## config.mk

```make
export PLATFORM = sky130hd
export DESIGN_NAME = vseb_mul
export DESIGN_NICKNAME = d
export VERILOG_FILES = /design/src/hdl/vseb_mul.sv
export SDC_FILE = /design/constraint.sdc
export NUM_CORES = 2
export LEC_CHECK = 0
export ABC_CLOCK_PERIOD_IN_PS = 9400
export BUFFER_PORTS_ARGS = -buffer_cell sky130_fd_sc_hd__buf_2
export CAP_MARGIN = 40
export CORE_ASPECT_RATIO = 1.1
export CORE_MARGIN = 2
export CORE_UTILIZATION = 35
export DETAILED_ROUTE_END_ITERATION = 8
export PLACE_DENSITY = 0.59
export SYNTH_ARGS = -nofsm -noshare
export SYNTH_HDL_FRONTEND = slang
export SYNTH_SLANG_ARGS = --single-unit
```

## constraint.sdc

```tcl
create_clock -name clk_i -period 9.4 [get_ports clk_i]
set_clock_uncertainty 0.2 [all_clocks]
set_input_delay 1.88 -clock clk_i [delete_from_list [all_inputs] [get_ports clk_i]]
set_output_delay 1.88 -clock clk_i [all_outputs]
set_load 0.05 [all_outputs]
```

## src/hdl/vseb_mul.sv

```systemverilog
// Registered squaring unit shared by accumulation and the final mean square.
// Depends on nothing but its parameter.
module vseb_mul #(
  parameter int OpW = 32
) (
  input  logic             clk_i,
  input  logic             en_i,
  input  logic [OpW-1:0]   a_i,
  output logic [2*OpW-1:0] prod_o
);

  logic [2*OpW-1:0] prod_q;

  always_ff @(posedge clk_i) begin
    if (en_i) begin
      prod_q <= a_i * a_i;
    end
  end

  assign prod_o = prod_q;

endmodule

```

Word level (Yosys, flattened, before mapping)
Cells that the tools add are included.
{"block": "totals", "ff_bits": 64, "inputBits": 34, "output_inout_bits": 64, "word_cells": 2}
{"block": "op_classes", "mul": 1}
{"cell": "32-bit by 32-bit multiplier with 64-bit output", "n": 1}

Longest topological paths before layout
{"block": "depth", "word_depth": 1, "depth_mapped": 29, "ltp_nobuf": 26}

Worst setup path before layout
OpenSTA, ideal clock, no wires.
{"block": "synth_path", "path_type": "input to register", "from": "in a_i[7]", "to": "reg prod_q[57] (netlist: prod_o[57]) (data pin)", "setup_ns": 0.262, "t_arrival_ns": 8.636, "required_time_ns": 8.938, "setup_slack_ns": 0.302, "path_stages": 27, "path_buffers": 3, "path_cell_list": "clkbuf_1 > clkbuf_1 > nand2_1 > fa_1 > inv_1 > fa_1 > fa_1 > inv_1 > fa_1 > inv_1 > fa_1 > inv_1 > fa_1 > inv_1 > fa_1 > fa_1 > ha_1 > buf_4 > a21oi_1 > nor2_1 > nor4b_1 > a211oi_2 > a31oi_1 > o2111ai_1 > nand2_1 > o21ai_1 > xor2_1"}
{"block": "synth_via", "elab_chain_cells": 1}
{"element": "from (decl)", "line": "8", "source": "input logic [OpW-1:0] a_i,"}
{"element": "32-bit by 32-bit multiplier with 64-bit output", "line": "16", "source": "prod_q <= a_i * a_i;"}
{"element": "to (signal assigned)", "line": "16"}
{"element": "to (decl)", "line": "12", "source": "logic [2*OpW-1:0] prod_q;"}
No other way between the ends.
A chain may end at the register's enable or synchronous reset.

Worst setup path in the final report
{"block": "layout_path", "from": "in a_i[17]", "to": "reg prod_q[57] (netlist: prod_o[57]) (data pin)"}
The elaborated chain is that of the path after synthesis.

==> qor.yml <==
drive_gt1_share_pct: 10.6
arrival_ns: 9.00
drv_slew: 0
rows: 115
area_delta_synth_final_pct: 11.0
syn_area_um2: 31800
grt_use_met1_pct: 22.1
met2_usage_pct: 34.4
hold_path_class: "in -> reg"
setup_viol: 0
final_nets: 4598
drc: 0
hpwl_mm: 74.1
die_area_um2: 93200
ys_warn_count: 0
grt_pass1_vias: 24400
critPathRequiredTime_ns: 9.31
cp-endpoint: "prod_o[57]"
seq_area_frac_synth_pct: 5.96
routed_wl_mm: 82.0
dieWidth_um: 291
vias_per_cell: 4.72
core_um2: 89600
grt_pass1_wl_mm: 133
place_ws_ns: -0.219
start_kind: "primary input"
multi_input_area_um2: 25700
rsz0062_at_grt: "no"
dr_total_vias: 21900
ys_ff_latch: 63
critPathKind: "in -> reg"
fin_crit_sh_pct: 96.7
routabilityCongestion: 0.881
post-route-cell-area_um2: 35300
async_flop_share_pct: 0
die_h_um: 320
cp_common_cell: "fa_1"
synth_edf_count: 63
setup_ws_ns: 0.313
cts_resized: 0
post-cts-setup-buffers: 0
placedInstanceArea_um2: 34900
yosysTopAreaCell: "fa_1"
drt_iter0_drc: 888
numCtsBuffers: 9
grt_max_degree: 54
slowest_stage: "fa_1"
ant_nets: 0
post_synth_main_area_contributors: "fa_1, ha_1, inv_1, edfxtp_1, and2_1"
nFillCells: 9029
ios: 98
hold_violations: 0
synth.most_common_cell: "inv_1"
antenna_found_initial: 7
synth.distinct_cells: 74
fmax_ghz: 0.110
largest_reg_flops: 63
maxCapViolCount: 0
drt-wirelength-per-cell_um: 17.6
h-tree-depth: 3
syn-num-nets: 4423
overflow: 0
numClockSinks: 63
status: "finished, final reports clean"
synth_flop_cell: "edfxtp_1"
seqCellArea_um2: 1890
root_buffer: "clkbuf_16"
grt_util_all_layers_pct: 18.3
synth_top_cell_area_share_pct: 49.9
gr-usage-met3_pct: 1.73
clockBufferDepth: 2
slowest_delay_ns: 0.59
final_util_pct: 39.3
synth_common_cells: "inv_1, fa_1, ha_1"
avgSynthCellArea_um2: 9.63
dr.pass1.iters: 4
cts_tree: "built"
busiest_layer: "met2"
holdPathStages: 2
cp_max_fo: 16
cp-end-kind: "register"
tns_ns: 0
fin_crit_ns: 9.09
path_clk_slew_ns: 0.06
initial_core_util_pct: 35.4
hold_buffers: 0
worstSetupStartpoint: "a_i[17]"
syn_inst: 3298
port_buffers: 96
-- layout make-up --
cell class / instances / area share (%)
multi-input cells: 2128 / 72.9
clock buffers: 9 / 0.639
clock inverters: 7 / 0.341
well taps: 1170 / 4.15
diodes: 2 / 0.0142
inverters: 971 / 10.3
flip-flops and latches: 63 / 5.36
repair buffers: 300 / 6.26
-- cell families (layout without fill, tap and decap cells) --
family                     Yosys count  count (layout)  synth area share, %
muxes                                3               3               0.0985
and+or+nand+nor                    674             674                 10.6
other                                1               3               0.0118
AOI/OAI and AO/OA                  257             257                 5.70
xor gates and xnor gates           102             102                 2.81
buffers and inverters             1107            1287                 13.2
DFF                                 63              63                 5.96
adders and majority gates         1091            1091                 61.7
-- cell usage in the layout, fill, tap and decap left out, drive strengths merged, types with 3 or more instances in the layout --
cell,Yosys,layout
o31ai,3,3
a21o,35,35
xor2,49,49
a221oi,3,3
bufinv,0,3
nor3,12,12
a21oi,79,79
o2111ai,3,3
nand4,18,18
nand2b,7,7
a31oi,17,17
clkbuf,122,14
o21bai,15,15
a211oi,9,9
a311oi,4,4
nand3,14,14
nor2,61,61
o211ai,4,4
a41oi,3,3
inv,971,972
fa,792,792
o21a,4,4
and3,7,7
ha,299,299
buf,14,295
a31o,16,16
clkinv,0,3
o21ai,45,45
or2,6,6
nor2b,15,15
and2,244,244
nand2,284,284
edfxtp,63,63
xnor2,53,53
and4,3,3
-- critical path, delay by kind of cell --
family / cells / cell delay, ns
AND/OR/NAND/NOR: 2 / 0.29
AO/OA/AOI/OAI: 7 / 1.19
XOR/XNOR: 1 / 0.15
buffers and inverters: 9 / 1.15
adder cells (fa/ha/maj): 9 / 4.33
-- worst min-delay path by stage --
stage                     from          to  slack, ns
floorplan               a_i[0]   prod_o[0]       1.78
global placement    prod_o[32]  prod_o[32]       2.23
detailed placement        en_i  prod_o[13]       2.14
CTS                       en_i  prod_o[21]       1.76
global route              en_i  prod_o[21]       1.79
finish                    en_i  prod_o[21]       1.78
-- stage by stage --
step / hold WS, ns / cells
finish: 1.78 / 4650
global route: 1.79 / 4650
CTS: 1.76 / 4648
detailed placement: 2.14 / 4632
global placement: 2.23 / 4631
floorplan: 1.78 / 3298
-- layer usage --
metal | routed length (µm) | vias up
met4 | 2500 | 2
met2 | 44900 | 392
met1 | 32000 | 11400
met5 | 12 | -
met3 | 2560 | 115
li1 | - | 10000
Power is left out: the tool's default activity adds up to more than one toggle a clock period on the data nets, which glitch-free logic cannot reach.
