## config.mk

```make
export PLATFORM = sky130hd
export DESIGN_NAME = vseb_iter
export DESIGN_NICKNAME = d
export VERILOG_FILES = /design/src/hdl/vseb_pkg.sv /design/src/hdl/vseb_iter.sv
export SDC_FILE = /design/constraint.sdc
export NUM_CORES = 1
export LEC_CHECK = 0
export ABC_AREA = 1
export ABC_CLOCK_PERIOD_IN_PS = 2800
export BUFFER_PORTS_ARGS = -buffer_cell sky130_fd_sc_hd__buf_2
export CORE_MARGIN = 2
export CORE_UTILIZATION = 29
export DETAILED_ROUTE_END_ITERATION = 12
export PLACE_DENSITY_LB_ADDON = 0.08
export SLEW_MARGIN = 10
export SYNTH_ARGS = -nofsm -noshare
export SYNTH_HDL_FRONTEND = slang
export SYNTH_SLANG_ARGS = --single-unit
```

## constraint.sdc

```tcl
create_clock -name clk_i -period 2.8 [get_ports clk_i]
set_clock_uncertainty 0.2 [all_clocks]
set_input_delay 0.7 -clock clk_i [delete_from_list [all_inputs] [get_ports clk_i]]
set_output_delay 0.7 -clock clk_i [all_outputs]
set_load 0.02 [all_outputs]
```

## src/hdl/vseb_pkg.sv

```systemverilog
// Package for the variation-set error band block.
// Holds widths, mode and register codes, and the control struct of the shared
// divide/square-root unit. No dependencies.
package vseb_pkg;

  localparam int MaxSetsDef   = 1024;
  localparam int ValueBitsDef = 32;
  localparam int FieldW       = 32;  // width of a value field on the stream
  localparam int SumW         = 48;  // signed sum of values
  localparam int AccW         = 64;  // Q16.48 square sums
  localparam int ErrRawW      = 32;  // root or magnitude before clipping
  localparam int ErrW         = 31;  // clipped error, unsigned Q7.24
  localparam int CfgIdxW      = 1;
  localparam int CfgDataW     = 2;

  typedef enum logic [1:0] {
    MODE_REPLICA   = 2'd0,
    MODE_PAIRED    = 2'd1,
    MODE_DEVIATION = 2'd2,
    MODE_ENVELOPE  = 2'd3
  } mode_e;

  localparam logic [CfgIdxW-1:0] CFG_ERROR_MODE = 1'b0;
  localparam logic [CfgIdxW-1:0] CFG_SYMMETRIC  = 1'b1;

  typedef enum logic {
    OP_DIV  = 1'b0,
    OP_SQRT = 1'b1
  } iter_op_e;

  typedef struct packed {
    logic     start;
    iter_op_e op;
  } iter_ctrl_t;

  // which square sums take the current product, and whether it is quartered
  typedef struct packed {
    logic to_minus;
    logic to_plus;
    logic quarter;
  } acc_sel_t;

  function automatic logic [ErrW-1:0] clip_err(logic [ErrRawW-1:0] v);
    logic [ErrW-1:0] r;
    r = v[ErrRawW-1] ? {ErrW{1'b1}} : v[ErrW-1:0];
    return r;
  endfunction

endpackage

```

## src/hdl/vseb_iter.sv

```systemverilog
// Shared iterative unit: restoring divide (one bit a cycle) and integer
// square root (two radicand bits a cycle) over one compare-subtract.
// Depends on vseb_pkg.
module vseb_iter
  import vseb_pkg::*;
#(
  parameter int DivisorW = 11
) (
  input  logic                clk_i,
  input  logic                rst_ni,
  input  iter_ctrl_t          ctrl_i,
  input  logic [AccW-1:0]     opnd_i,
  input  logic [DivisorW-1:0] divisor_i,
  output logic                busy_o,
  output logic                done_o,
  output logic [AccW-1:0]     result_o
);

  localparam int RemW      = (DivisorW + 1 > 36) ? DivisorW + 1 : 36;
  localparam int DivSteps  = AccW;
  localparam int SqrtSteps = AccW / 2;
  localparam int StepW     = $clog2(DivSteps);

  logic             busy_q, done_q;
  iter_op_e         op_q;
  logic [StepW-1:0] step_q;
  logic [RemW-1:0]  rem_q;
  logic [AccW-1:0]  src_q, res_q;

  logic [RemW-1:0]  cand, trial;
  logic [RemW:0]    diff;
  logic             ge, last_step;

  always_comb begin
    if (op_q == OP_DIV) begin
      cand  = {rem_q[RemW-2:0], src_q[AccW-1]};
      trial = RemW'(divisor_i);
    end else begin
      cand  = {rem_q[RemW-3:0], src_q[AccW-1:AccW-2]};
      trial = {res_q[RemW-3:0], 2'b01};
    end
    diff      = {1'b0, cand} - {1'b0, trial};
    ge        = ~diff[RemW];
    last_step = (op_q == OP_DIV) ? (step_q == StepW'(DivSteps - 1))
                                 : (step_q == StepW'(SqrtSteps - 1));
  end

  always_ff @(posedge clk_i or negedge rst_ni) begin
    if (!rst_ni) begin
      busy_q <= 1'b0;
      done_q <= 1'b0;
      op_q   <= OP_DIV;
      step_q <= '0;
    end else begin
      done_q <= 1'b0;
      if (ctrl_i.start) begin
        busy_q <= 1'b1;
        op_q   <= ctrl_i.op;
        step_q <= '0;
      end else if (busy_q) begin
        step_q <= step_q + 1'b1;
        if (last_step) begin
          busy_q <= 1'b0;
          done_q <= 1'b1;
        end
      end
    end
  end

  always_ff @(posedge clk_i) begin
    if (ctrl_i.start) begin
      rem_q <= '0;
      src_q <= opnd_i;
      res_q <= '0;
    end else if (busy_q) begin
      rem_q <= ge ? diff[RemW-1:0] : cand;
      src_q <= (op_q == OP_DIV) ? {src_q[AccW-2:0], 1'b0} : {src_q[AccW-3:0], 2'b00};
      res_q <= {res_q[AccW-2:0], ge};
    end
  end

  assign busy_o   = busy_q;
  assign done_o   = done_q;
  assign result_o = res_q;

endmodule

```

* Word level (Yosys, flattened, before mapping) *
Cells that the tools add are included.
W data, S select, Z words.

storage, ports and cells
  register bits after elaboration = 172
  input bits = 79
  output and inout bits = 66

operators by class
  add/subtract/negate cells = 2
  eq/ne operators = 2
  muxes and demuxes = 15
  bitwise logic cells = 1
  reductions and logical operators = 1

operators by type and width
  kind                   number
  $mux W64               3
  $mux W36               2
  $sub A36 B36 Y37       1
  $mux W35               1
  $mux W6                2
  $mux W1                7
  $add A6 B1 Y6 const B  1
  $eq A6 B5 Y1 const B   1
  $eq A6 B6 Y1 const B   1
  $reduce_bool A2 Y1     1
  $not A1 Y1             1

* Logic depth before layout (Yosys ltp) *
Gate-level depths: netlist of the first run.

  word-level depth = 5
  mapped depth = 21
  mapped depth without buffers = 20

* Worst setup path after synthesis of the first run *
OpenSTA, ideal clock, no wires.

  kind = input to register
  from = input port ctrl_i[1] (netlist name)
  to = register src_q[0] (enable)
  data arrival time = 3.054 ns
  slack = -0.908 ns
  stages on the path = 4
  buffers on the path = 2
  path through = clkbuf_1 > nor2_1 > inv_1 > clkbuf_1

on the way
  longest elaborated chain between the ends = 1

RTL lines
  element                       line             RTL
  start: declaration            vseb_iter.sv:11  input iter_ctrl_t ctrl_i,
  $reduce_bool A2 Y1 (no line)  n/a
  end signal: assignment        vseb_iter.sv:73  src_q <= opnd_i;
  end signal: assignment        vseb_iter.sv:77  src_q <= (op_q == OP_DIV) ? {src_q[AccW-2:0], 1'b0} : {src_q[AccW-3:0], 2'b00};
  end: declaration              vseb_iter.sv:28  logic [AccW-1:0] src_q, res_q;

Every way passes these cells.
A chain may end at the register's enable or synchronous reset.

* Worst setup path after layout of the first run *
  from = register op_q
  to = register rem_q[26]

on the way
  longest elaborated chain between the ends = 3
  elaborated cells between the ends (all ways) = 4
  classes of those cells = 1 x add/sub; 3 x mux

RTL lines
  element                   line             RTL
  start: declaration        vseb_iter.sv:25  iter_op_e op_q;
  start signal: assignment  vseb_iter.sv:58  op_q <= ctrl_i.op;
  $mux W36                  vseb_iter.sv:35  if (op_q == OP_DIV) begin
  $sub A36 B36 Y37          vseb_iter.sv:42  diff = {1'b0, cand} - {1'b0, trial};
  $mux W35 (*)              vseb_iter.sv:76  rem_q <= ge ? diff[RemW-1:0] : cand;
  end signal: assignment    vseb_iter.sv:76
  end: declaration          vseb_iter.sv:27  logic [RemW-1:0] rem_q;

Mark *: on every way between the ends. The rest lies on a longest branch, timed or not.

==> impl_metrics.yaml, run 1 <==
run_status:
  status: "finished with violations"
  violations: "negative setup slack"
logic_synthesis:
  synth_top_area_share_pct: 19.1
  syn_area_um2: 10400
  synth_area_leaders: "dfxtp_1 19%, edfxtp_1 19%, nand2_1 15%"
  syn_nets: 1587
  ys_seq_elements: 172
  async_reset_ff_share_pct: 5.23
  ys_types: 40
  netlist_instances: 1470
  ys_warn_count: 0
  syn_area_per_cell_um2: 7.06
  synth_edf_count: 64
  yosysTopAreaCell: "dfxtp_1"
  synth_flop_cell: "dfxtp_1"
  yosysSeqAreaShare_pct: 39.8
setup_path:
  ff2ff_setup_slack_ps: -190
  critPathLaunchType: "flip-flop"
  crit_path_max_fanout: 6
  ff2ff_path_depth: 17
  required_ps: 2920
  worst_ep_arrival_time_ps: 3110
  critPathCaptureType: "flip-flop"
  rr_startpoint: "op_q"
  path_class: "reg2reg"
  r2r_end: "rem_q[26]"
clock_network:
  insertion_delay_ps: 460
  cts_tree: "done"
  cts_inserted_buffers: 17
  cts_num_sinks: 172
  cts_root_buf: "clkbuf_16"
  h-tree-depth: 4
  clkTransAtPathRegs_ps: 70
  clockBufferDepth: 2
power_and_ir_drop:
  peakVddDrop_mv: 0.630
  powerDensity_nw_per_um2: 1040
  clock_power_share_pct: 14.8
  combPwrFrac_pct: 65.8
  p_sw_mw: 6.89
  netSwitchingFraction_pct: 43.4
  p_leak_nw: 7.18
  power_mw: 15.9
  seq_power_share_pct: 19.3
  p_int_mw: 8.99
global_routing:
  grt_pass1_vias: 10312
  grt_start_max_net_pins: 77
  overflow: 0
  grt_pass1_wl_um: 54600
  grt_use_total_pct: 18.9
  antenna_found_initial: 1
floorplanning:
  ioPinCount: 145
  core_um2: 35400
  die-area_um2: 37300
  die_h_um: 193
  start_util_pct: 29.3
  die_x_um: 193
  placementRows: 69
timing:
  rsz0062_at_grt: "yes"
  setup_viol_count_final: 36
  slew_headroom_pct: 40.3
  hold_viol_final: 0
  fin_crit_sh_pct: 107
  final_max_slew_viol_count: 0
  period_minus_slack_ps: 2990
  worst_slack_ps: -192
  timing.hold.ws_ps: 268
  worst_pin_slew_ps: 895
  max_freq_ghz: 0.334
routing:
  routedWlPerCell_um: 16.0
  ant_nets: 0
  avgViaCountPerCell: 4.67
  routed-via-count: 10554
  drc: 0
  drtPass1Iterations: 6
  drtIter0Drc: 666
  wirelength_um: 36100
final_layout:
  syn_to_final_growth_pct: 47.1
  nets: 1905
  fin_util_pct: 43.1
  drive_gt1_share_pct: 35.1
placement:
  portBuffers: 144
  dp_hpwl_um: 24400
  place.gp.congestion: 0.884
hold_path:
  hold_depth: 2
  holdCritStartpoint: "result_o[63]"
  hp-class: "reg2reg"
  hold_end: "result_o[63]"
run:
  drv_cap: 0
==> cell usage after synthesis, types with 3 or more instances <==
library cell / count
o21ai_0: 61
a21oi_1: 29
nand2_1: 413
xor2_1: 12
nor3_1: 11
edfxtp_1: 64
nor2_2: 4
nand4_1: 36
inv_2: 7
o21ai_1: 18
o22ai_1: 62
nand3_1: 49
o211ai_1: 3
buf_2: 8
buf_1: 10
o221ai_1: 62
nand2_2: 4
xnor2_1: 6
buf_4: 3
a21oi_2: 3
clkbuf_1: 44
dfrtp_1: 9
dfxtp_1: 99
nor2_1: 119
ha_1: 37
inv_1: 270
nand3b_1: 8
o21bai_1: 4
==> layer usage <==
layer  vias to the layer above  track usage [%]  part of all wire, %
met3                        27             3.49                  3.5
met1                      4913             24.7                   47
met5                         -                0                0.036
met2                       172             31.9                   48
li1                       5440                -                    -
met4                         2             5.36                  1.3
==> through the flow <==
stage	TNS [ps]	instances	setup WS (ps)	area, um2
finish	-4380	2262	-192	15300
floorplan	0	1470	38.2	10400
CTS	-4590	2244	-184	14200
global placement	-8390	2189	-338	12900
global route	-8970	2261	-326	15300
detailed placement	-8250	2189	-347	12900
==> power groups by stage <==
stage / Clock [mW] / Combinational (mW) / Sequential [mW]
2_1_floorplan: 0 / 4.49 / 3.09
3_3_place_gp: 0 / 7.65 / 3.11
3_5_place_dp: 0 / 7.62 / 3.11
4_1_cts: 2.45 / 8.69 / 3.06
5_1_grt: 2.54 / 11.5 / 3.10
6_report: 2.36 / 10.5 / 3.07
==> repair_timing <==
item / 4_1_cts / 5_1_grt
endpoints found under the hold margin: 9 / 0
gates cloned: 7 / 6
buffers inserted: 17 / 15
hold buffers: 1 / 0
gates resized for setup: 136 / 198
pin swaps: 9 / 88
setup endpoints to repair: 36 / 36
==> critical path: stages, from the launching register on <==
cell and delay, ps:
dfrtp_2 480, buf_12 180, buf_16 150, o21ai_4 150
ha_2 190, inv_2 40, fa_2 350, nand3_2 100
nand3_2 90, nand4_1 100, nand3_2 100, nand2_4 150
nand2_8 100, nand2_8 110, clkbuf_16 170, nor2_1 50
nor2_1 80, nor2_1 40
==> worst max path at each step <==
stage | start | to | slack [ps] | cells past startpoint
5_1_grt | op_q | rem_q[26] | -330 | 17
6_report | op_q | rem_q[26] | -190 | 17
3_5_place_dp | divisor_i[0] | rem_q[22] | -350 | 16
3_3_place_gp | op_q | rem_q[22] | -340 | 18
4_1_cts | op_q | rem_q[28] | -180 | 16
2_1_floorplan | op_q | rem_q[4] | 40 | 16
==> final cells by class <==
class                      count  area (um2)
clock buffer                  21         483
tap                          461         577
fill                        3691       20100
inverter                     278        1070
antenna                        1        2.50
clock inverter                10        81.3
multi-input combinational    954        6070
sequential                   172        4130
timing repair buffer         365        2840
==> layout by cell type, fill, tap and decap left out, types with 8 or more instances in the layout <==
master     count
a21oi_1       21
a21oi_2        8
buf_12        16
buf_2        144
buf_4        185
clkbuf_16     25
dfxtp_1       99
edfxtp_1      64
ha_1          11
ha_4          24
inv_1        259
inv_2         15
nand2_1      350
nand2_2       60
nand3_1       21
nand3_2       24
nand3b_1       8
nand4_1       36
nor2_1        86
nor2_2        23
nor2_4        15
nor3_1         8
o21ai_0       15
o21ai_1       33
o21ai_2       25
o221ai_1      62
o22ai_1       62
xor2_1         8
==> state kept, by name, indices dropped and copies added (netlist names) <==
| register | cells |
|---|---|
| result_o | 64 |
| busy_o | 1 |
| op_q | 1 |
| done_o | 1 |
| src_q | 64 |
| rem_q | 35 |
| step_q | 6 |
==> logic make-up (layout without fill, tap and decap cells) <==
logic type / after synthesis / after routing / share of synthesized area, %
buffers and inverters: 344 / 674 / 12.7
XOR/XNOR: 18 / 18 / 1.52
other: 0 / 1 / 0
AND/OR/NAND/NOR: 651 / 651 / 26.0
AO/OA/AOI/OAI: 247 / 247 / 15.3
adder cells (fa/ha/maj): 38 / 38 / 4.66
flip-flops: 172 / 172 / 39.8
Power figures use the tool's default switching activity.
==> run 2, diff against run 1 <==
--- a/config.mk
+++ b/config.mk
@@ -6,7 +6,7 @@
 export NUM_CORES = 1
 export LEC_CHECK = 0
 export ABC_AREA = 1
-export ABC_CLOCK_PERIOD_IN_PS = 2800
+export ABC_CLOCK_PERIOD_IN_PS = 2700
 export BUFFER_PORTS_ARGS = -buffer_cell sky130_fd_sc_hd__buf_2
 export CORE_MARGIN = 2
 export CORE_UTILIZATION = 29
==> constraint.sdc (replaced) <==
create_clock -name clk_i -period 2.7 [get_ports clk_i]
set_clock_uncertainty 0.2 [all_clocks]
set_input_delay 0.675 -clock clk_i [delete_from_list [all_inputs] [get_ports clk_i]]
set_output_delay 0.675 -clock clk_i [all_outputs]
set_load 0.02 [all_outputs]
==> run 2 against run 1 <==
Effect of this change: the run still ends with negative setup slack left; sequential power is 3% higher; power is 10% lower; cell count shrank 1.5%; global-route usage shrank 0.88 points; combinational power down 18%; non-clock buffer count fell by 35; sequential cell count stayed put; critical path type unchanged; critical endpoint is now rem_q[28]; highest routed layer is now met4.
==> impl_metrics.yaml, run 2 (synthesis results as in run 1) <==
global_routing:
  grt_pass1_vias: 9725
  grt_pass1_wl_um: 51900
  overflow: 0
  antenna_found_initial: 0
  grt_start_max_net_pins: 64
  grt_use_total_pct: 18.0
final_layout:
  final_cell_mix: "390 x nand2_1, 268 x inv_1, 173 x buf_4"
  num_antenna_cells: 0
  syn_to_final_growth_pct: 35.2
  multi_input_area_um2: 5440
  drive_gt1_share_pct: 26.7
  fillers: 3838
  ff_latch_area_um2: 4130
  fin_util_pct: 39.6
  nets: 1870
  final_common_cell: "nand2_1"
routing:
  met2_length_um: 14500
  avgViaCountPerCell: 4.58
  drtPass1Iterations: 5
  drtIter0Drc: 521
  wl_met1_um: 17300
  wl_met3_um: 1230
  wirelength_um: 33500
  ant_nets: 0
  routedWlPerCell_um: 15.0
  routed-via-count: 10204
  top_layer: "met4"
  drc: 0
timing:
  rsz0062_at_grt: "yes"
  slew_headroom_pct: 56.1
  timing.hold.ws_ps: 272
  setup_viol_count_final: 36
  hold_viol_final: 0
  final_max_slew_viol_count: 0
  period_minus_slack_ps: 2890
  max_freq_ghz: 0.346
  worst_slack_ps: -187
  worst_pin_slew_ps: 659
  fin_crit_sh_pct: 107
floorplanning:
  ioPinCount: 145
  die_h_um: 193
  die_x_um: 193
  die-area_um2: 37300
  placementRows: 69
  start_util_pct: 29.3
  core_um2: 35400
setup_path:
  worst-path-buf-inv: 3
  crit_path_max_fanout: 29
  cp_common_cell: "nand2_1"
  critPathLaunchType: "flip-flop"
  worst_ep_arrival_time_ps: 3030
  path_cells: "buf_12 -> nand2_1 -> o21ai_0 -> buf_4 -> ha_1 -> nand2_1 -> nor2_2 -> nand2_2 -> buf_4 -> nor3_1 -> nand2_1 -> nand2_1 -> nand2_1 -> nand2_1 -> nor2_1 -> nor2_1 -> nor2_1"
  max_stage_delay_ps: 460
  crit_family: "simple AND/OR/NAND/NOR gates"
  path_class: "reg2reg"
  critPathSlowestCell: "dfrtp_2"
  critPathCaptureType: "flip-flop"
  required_ps: 2840
hold_path:
  hp-class: "in2reg"
run_status:
  status: "finished with violations"
  violations: "negative setup slack"
power_and_ir_drop:
  peakVddDrop_mv: 0.544
  powerDensity_nw_per_um2: 1020
  p_leak_nw: 6.71
clock_network:
  cts_root_buf: "clkbuf_16"
  h-tree-depth: 4
  clockBufferDepth: 2
  cts_num_sinks: 172
  insertion_delay_ps: 450
  clkTransAtPathRegs_ps: 70
  cts_tree: "done"
  cts_inserted_buffers: 17
placement:
  dp_hpwl_um: 25200
  portBuffers: 144
  place.gp.congestion: 0.807
run:
  drv_cap: 0
==> run 2: final timing paths <==
check	start	end	slack, ps	cells past startpoint
min in group asynchronous	rst_ni	done_o	430	2
worst min-delay path	ctrl_i[0]	op_q	270	3
worst min register to register	rem_q[1]	rem_q[1]	270	2
worst max-delay path	op_q	rem_q[28]	-190	17
max in group asynchronous	rst_ni	busy_o	1660	2
worst max register to register	op_q	rem_q[28]	-190	17
==> run 2: final cells by class <==
cell class	instances	share of cell area, %
tap	461	4.11
inverter	278	7.47
timing repair buffer	330	16.1
clock buffer	21	3.28
multi-input combinational	954	38.8
clock inverter	11	0.767
sequential	172	29.5
==> run 2: worst reg2reg max path, delay by kind of cell (launching register included) <==
family	cells	cell delay, ps
AND/OR/NAND/NOR	12	1140
buffers and inverters	3	490
flip-flops	1	460
adder cells (fa/ha/maj)	1	380
AO/OA/AOI/OAI	1	100
==> run 2: through the flow <==
stage	cells	total power, mW	cell area (um2)	TNS, ps	worst slack, ps
2_1_floorplan	1470	7.89	10400	0	7.72
3_3_place_gp	2193	11.1	12900	-11780	-407
3_5_place_dp	2193	11.1	12900	-12540	-446
4_1_cts	2226	14.1	13800	-5120	-203
5_1_grt	2227	15.5	14000	-11380	-408
6_report	2227	14.2	14000	-4900	-187
==> run 2: routing by layer <==
layer  vias up  track usage, %
met1      4636            26.0
met5         -               0
li1       5374               -
met4         0            4.55
met2       171            27.9
met3        23            3.04
==> run 2: timing repair <==
action / in CTS / in global routing
endpoints found under the setup margin: 36 / 36
endpoints found under the hold margin: 9 / 0
cloned: 0 / 0
setup buffers: 0 / 1
hold buffers: 1 / 0
resized for setup: 68 / 39
pin swaps: 1 / 2
==> run 2: power by group <==
| part | total (mW) | switching, mW | leakage (nW) | internal, mW |
|---|---|---|---|---|
| Clock | 2.48 | 1.15 | 0.285 | 1.33 |
| Sequential | 3.17 | 0.133 | 1.63 | 3.04 |
| Combinational | 8.58 | 4.93 | 4.79 | 3.66 |
==> run 3, diff against run 2 <==
--- a/config.mk
+++ b/config.mk
@@ -12,6 +12,7 @@
 export CORE_UTILIZATION = 29
 export DETAILED_ROUTE_END_ITERATION = 12
 export PLACE_DENSITY_LB_ADDON = 0.08
+export RECOVER_POWER = 50
 export SLEW_MARGIN = 10
 export SYNTH_ARGS = -nofsm -noshare
 export SYNTH_HDL_FRONTEND = slang
==> run 3 against run 2 <==
Effect of this change: the run ends with max-capacitance violations, max-slew violations, negative setup slack left; worst setup slack worse by 32 ps; wire length is 0.16% higher; via count is 0.47% higher; power is 0.10% lower; sequential cell count stayed put; final area is 0.32% lower; first-iteration DRC count is 4.0% higher; critical endpoint is now rem_q[14]; highest routed layer unchanged.
==> impl_metrics.yaml, run 3 (synthesis results as in run 1) <==
hold_path:
  hp-class: "reg2reg"
placement:
  post-place-ws_ps: -446
  portBuffers: 144
  placedCellCount: 2193
  place.gp.congestion: 0.807
  dp_hpwl_um: 25200
clock_network:
  cts_tree: "done"
  h-tree-depth: 4
  cts_num_sinks: 172
  insertion_delay_ps: 450
  cts_inserted_buffers: 17
  clockBufferDepth: 2
  cts_root_buf: "clkbuf_16"
  clkTransAtPathRegs_ps: 70
routing:
  drc: 0
  ant_nets: 0
  routedWlPerCell_um: 15.0
  wirelength_um: 33500
  avgViaCountPerCell: 4.60
  drtIter0Drc: 542
  routed-via-count: 10252
  drtPass1Iterations: 5
setup_path:
  crit_path_max_fanout: 37
  path_class: "reg2reg"
  rr_startpoint: "op_q"
  ff2ff_setup_slack_ps: -220
  ff2ff_path_depth: 15
  crit_start: "op_q"
  required_ps: 2900
  r2r_end: "rem_q[14]"
  critPathLaunchType: "flip-flop"
  critPathCapture: "rem_q[14]"
  critPathCaptureType: "flip-flop"
  worst_ep_arrival_time_ps: 3120
final_layout:
  syn_to_final_growth_pct: 34.8
  drive_gt1_share_pct: 26.3
  multi_input_area_um2: 5440
  num_antenna_cells: 0
  final_common_cell: "nand2_1"
  nets: 1870
  ff_latch_area_um2: 4130
  final_cell_mix: "391 x nand2_1, 269 x inv_1, 170 x buf_4"
  fillers: 3847
  fin_util_pct: 39.5
  final_cells: 2227
power_and_ir_drop:
  p_leak_nw: 6.68
  powerDensity_nw_per_um2: 1020
  peakVddDrop_mv: 0.543
global_routing:
  grt_start_max_net_pins: 64
  grt_pass1_vias: 9725
  antenna_found_initial: 0
  grt_pass1_wl_um: 51900
  grt_use_total_pct: 18.0
  overflow: 0
timing:
  worst_slack_ps: -219
  slew_headroom_pct: -16.8
  final_max_slew_viol_count: 40
  timing.hold.ws_ps: 273
  period_minus_slack_ps: 2920
  hold_viol_final: 0
  setup_viol_count_final: 89
  fin_crit_sh_pct: 108
  worst_pin_slew_ps: 1750
  rsz0062_at_grt: "yes"
  max_freq_ghz: 0.343
floorplanning:
  die_h_um: 193
  ioPinCount: 145
  start_util_pct: 29.3
  die-area_um2: 37300
  placementRows: 69
  core_um2: 35400
  die_x_um: 193
run:
  drv_cap: 1
run_status:
  violations: "max-capacitance violations, max-slew violations, negative setup slack"
  status: "finished with violations"
## run 3: how the worst min path moves through the flow
| stage | cells past startpoint | slack, ps | to | from |
|---|---|---|---|---|
| 6_report | 2 | 270 | rem_q[1] | rem_q[1] |
| 5_1_grt | 3 | 280 | op_q | ctrl_i[0] |
| 4_1_cts | 3 | 260 | op_q | ctrl_i[0] |
| 3_5_place_dp | 2 | 270 | rem_q[1] | rem_q[1] |
| 3_3_place_gp | 2 | 240 | result_o[63] | result_o[63] |
| 2_1_floorplan | 0 | 180 | busy_o | rst_ni |
## run 3: area by class of cell
cell class	count	area share, %
Clock buffer	21	3.29
Clock inverter	11	0.770
Inverter	278	7.47
Multi-Input combinational cell	954	38.9
Sequential cell	172	29.6
Tap cell	461	4.13
Timing Repair Buffer	330	15.9
## run 3: per-stage QoR
step	setup TNS, ps	total power [mW]	instance area [um2]
floorplan	0	7.89	10400
global placement	-11780	11.1	12900
detailed placement	-12540	11.1	12900
CTS	-5120	14.1	13800
global route	-24330	15.5	14000
finish	-7680	14.2	14000
## run 3: where the power goes
part / internal [mW] / total, mW / switching [mW]
Clock: 1.33 / 2.48 / 1.14
Sequential: 3.04 / 3.17 / 0.133
Combinational: 3.65 / 8.57 / 4.93
## run 3: worst max-delay path: stages, from the launching register on
cell,delay (ps)
dfrtp_2,460
buf_12,180
or2_2,310
ha_1,190
inv_2,80
fa_2,210
nand3_2,130
o211ai_1,190
buf_4,160
nand2_1,60
nand2_2,90
xor2_1,220
nand3_1,140
nand3_1,110
nand2_1,50
inv_1,70
## run 3: layer usage
| layer | up-vias | wire length [um] | GRT usage [%] |
|---|---|---|---|
| li1 | 5369 | - | - |
| met3 | 17 | 1300 | 3.04 |
| met4 | 0 | 396 | 4.55 |
| met1 | 4682 | 17200 | 26.0 |
| met2 | 184 | 14600 | 27.9 |
| met5 | - | 0 | 0 |
## run 3: what timing repair did
| item | CTS | global route |
|---|---|---|
| endpoints found under the setup margin | 36 | 36 |
| gates cloned | 0 | 0 |
| gates resized for setup | 68 | 39 |
| pin swaps | 1 | 2 |
| hold buffers | 1 | 0 |
| hold endpoints to repair | 9 | 0 |
| setup buffers | 0 | 1 |
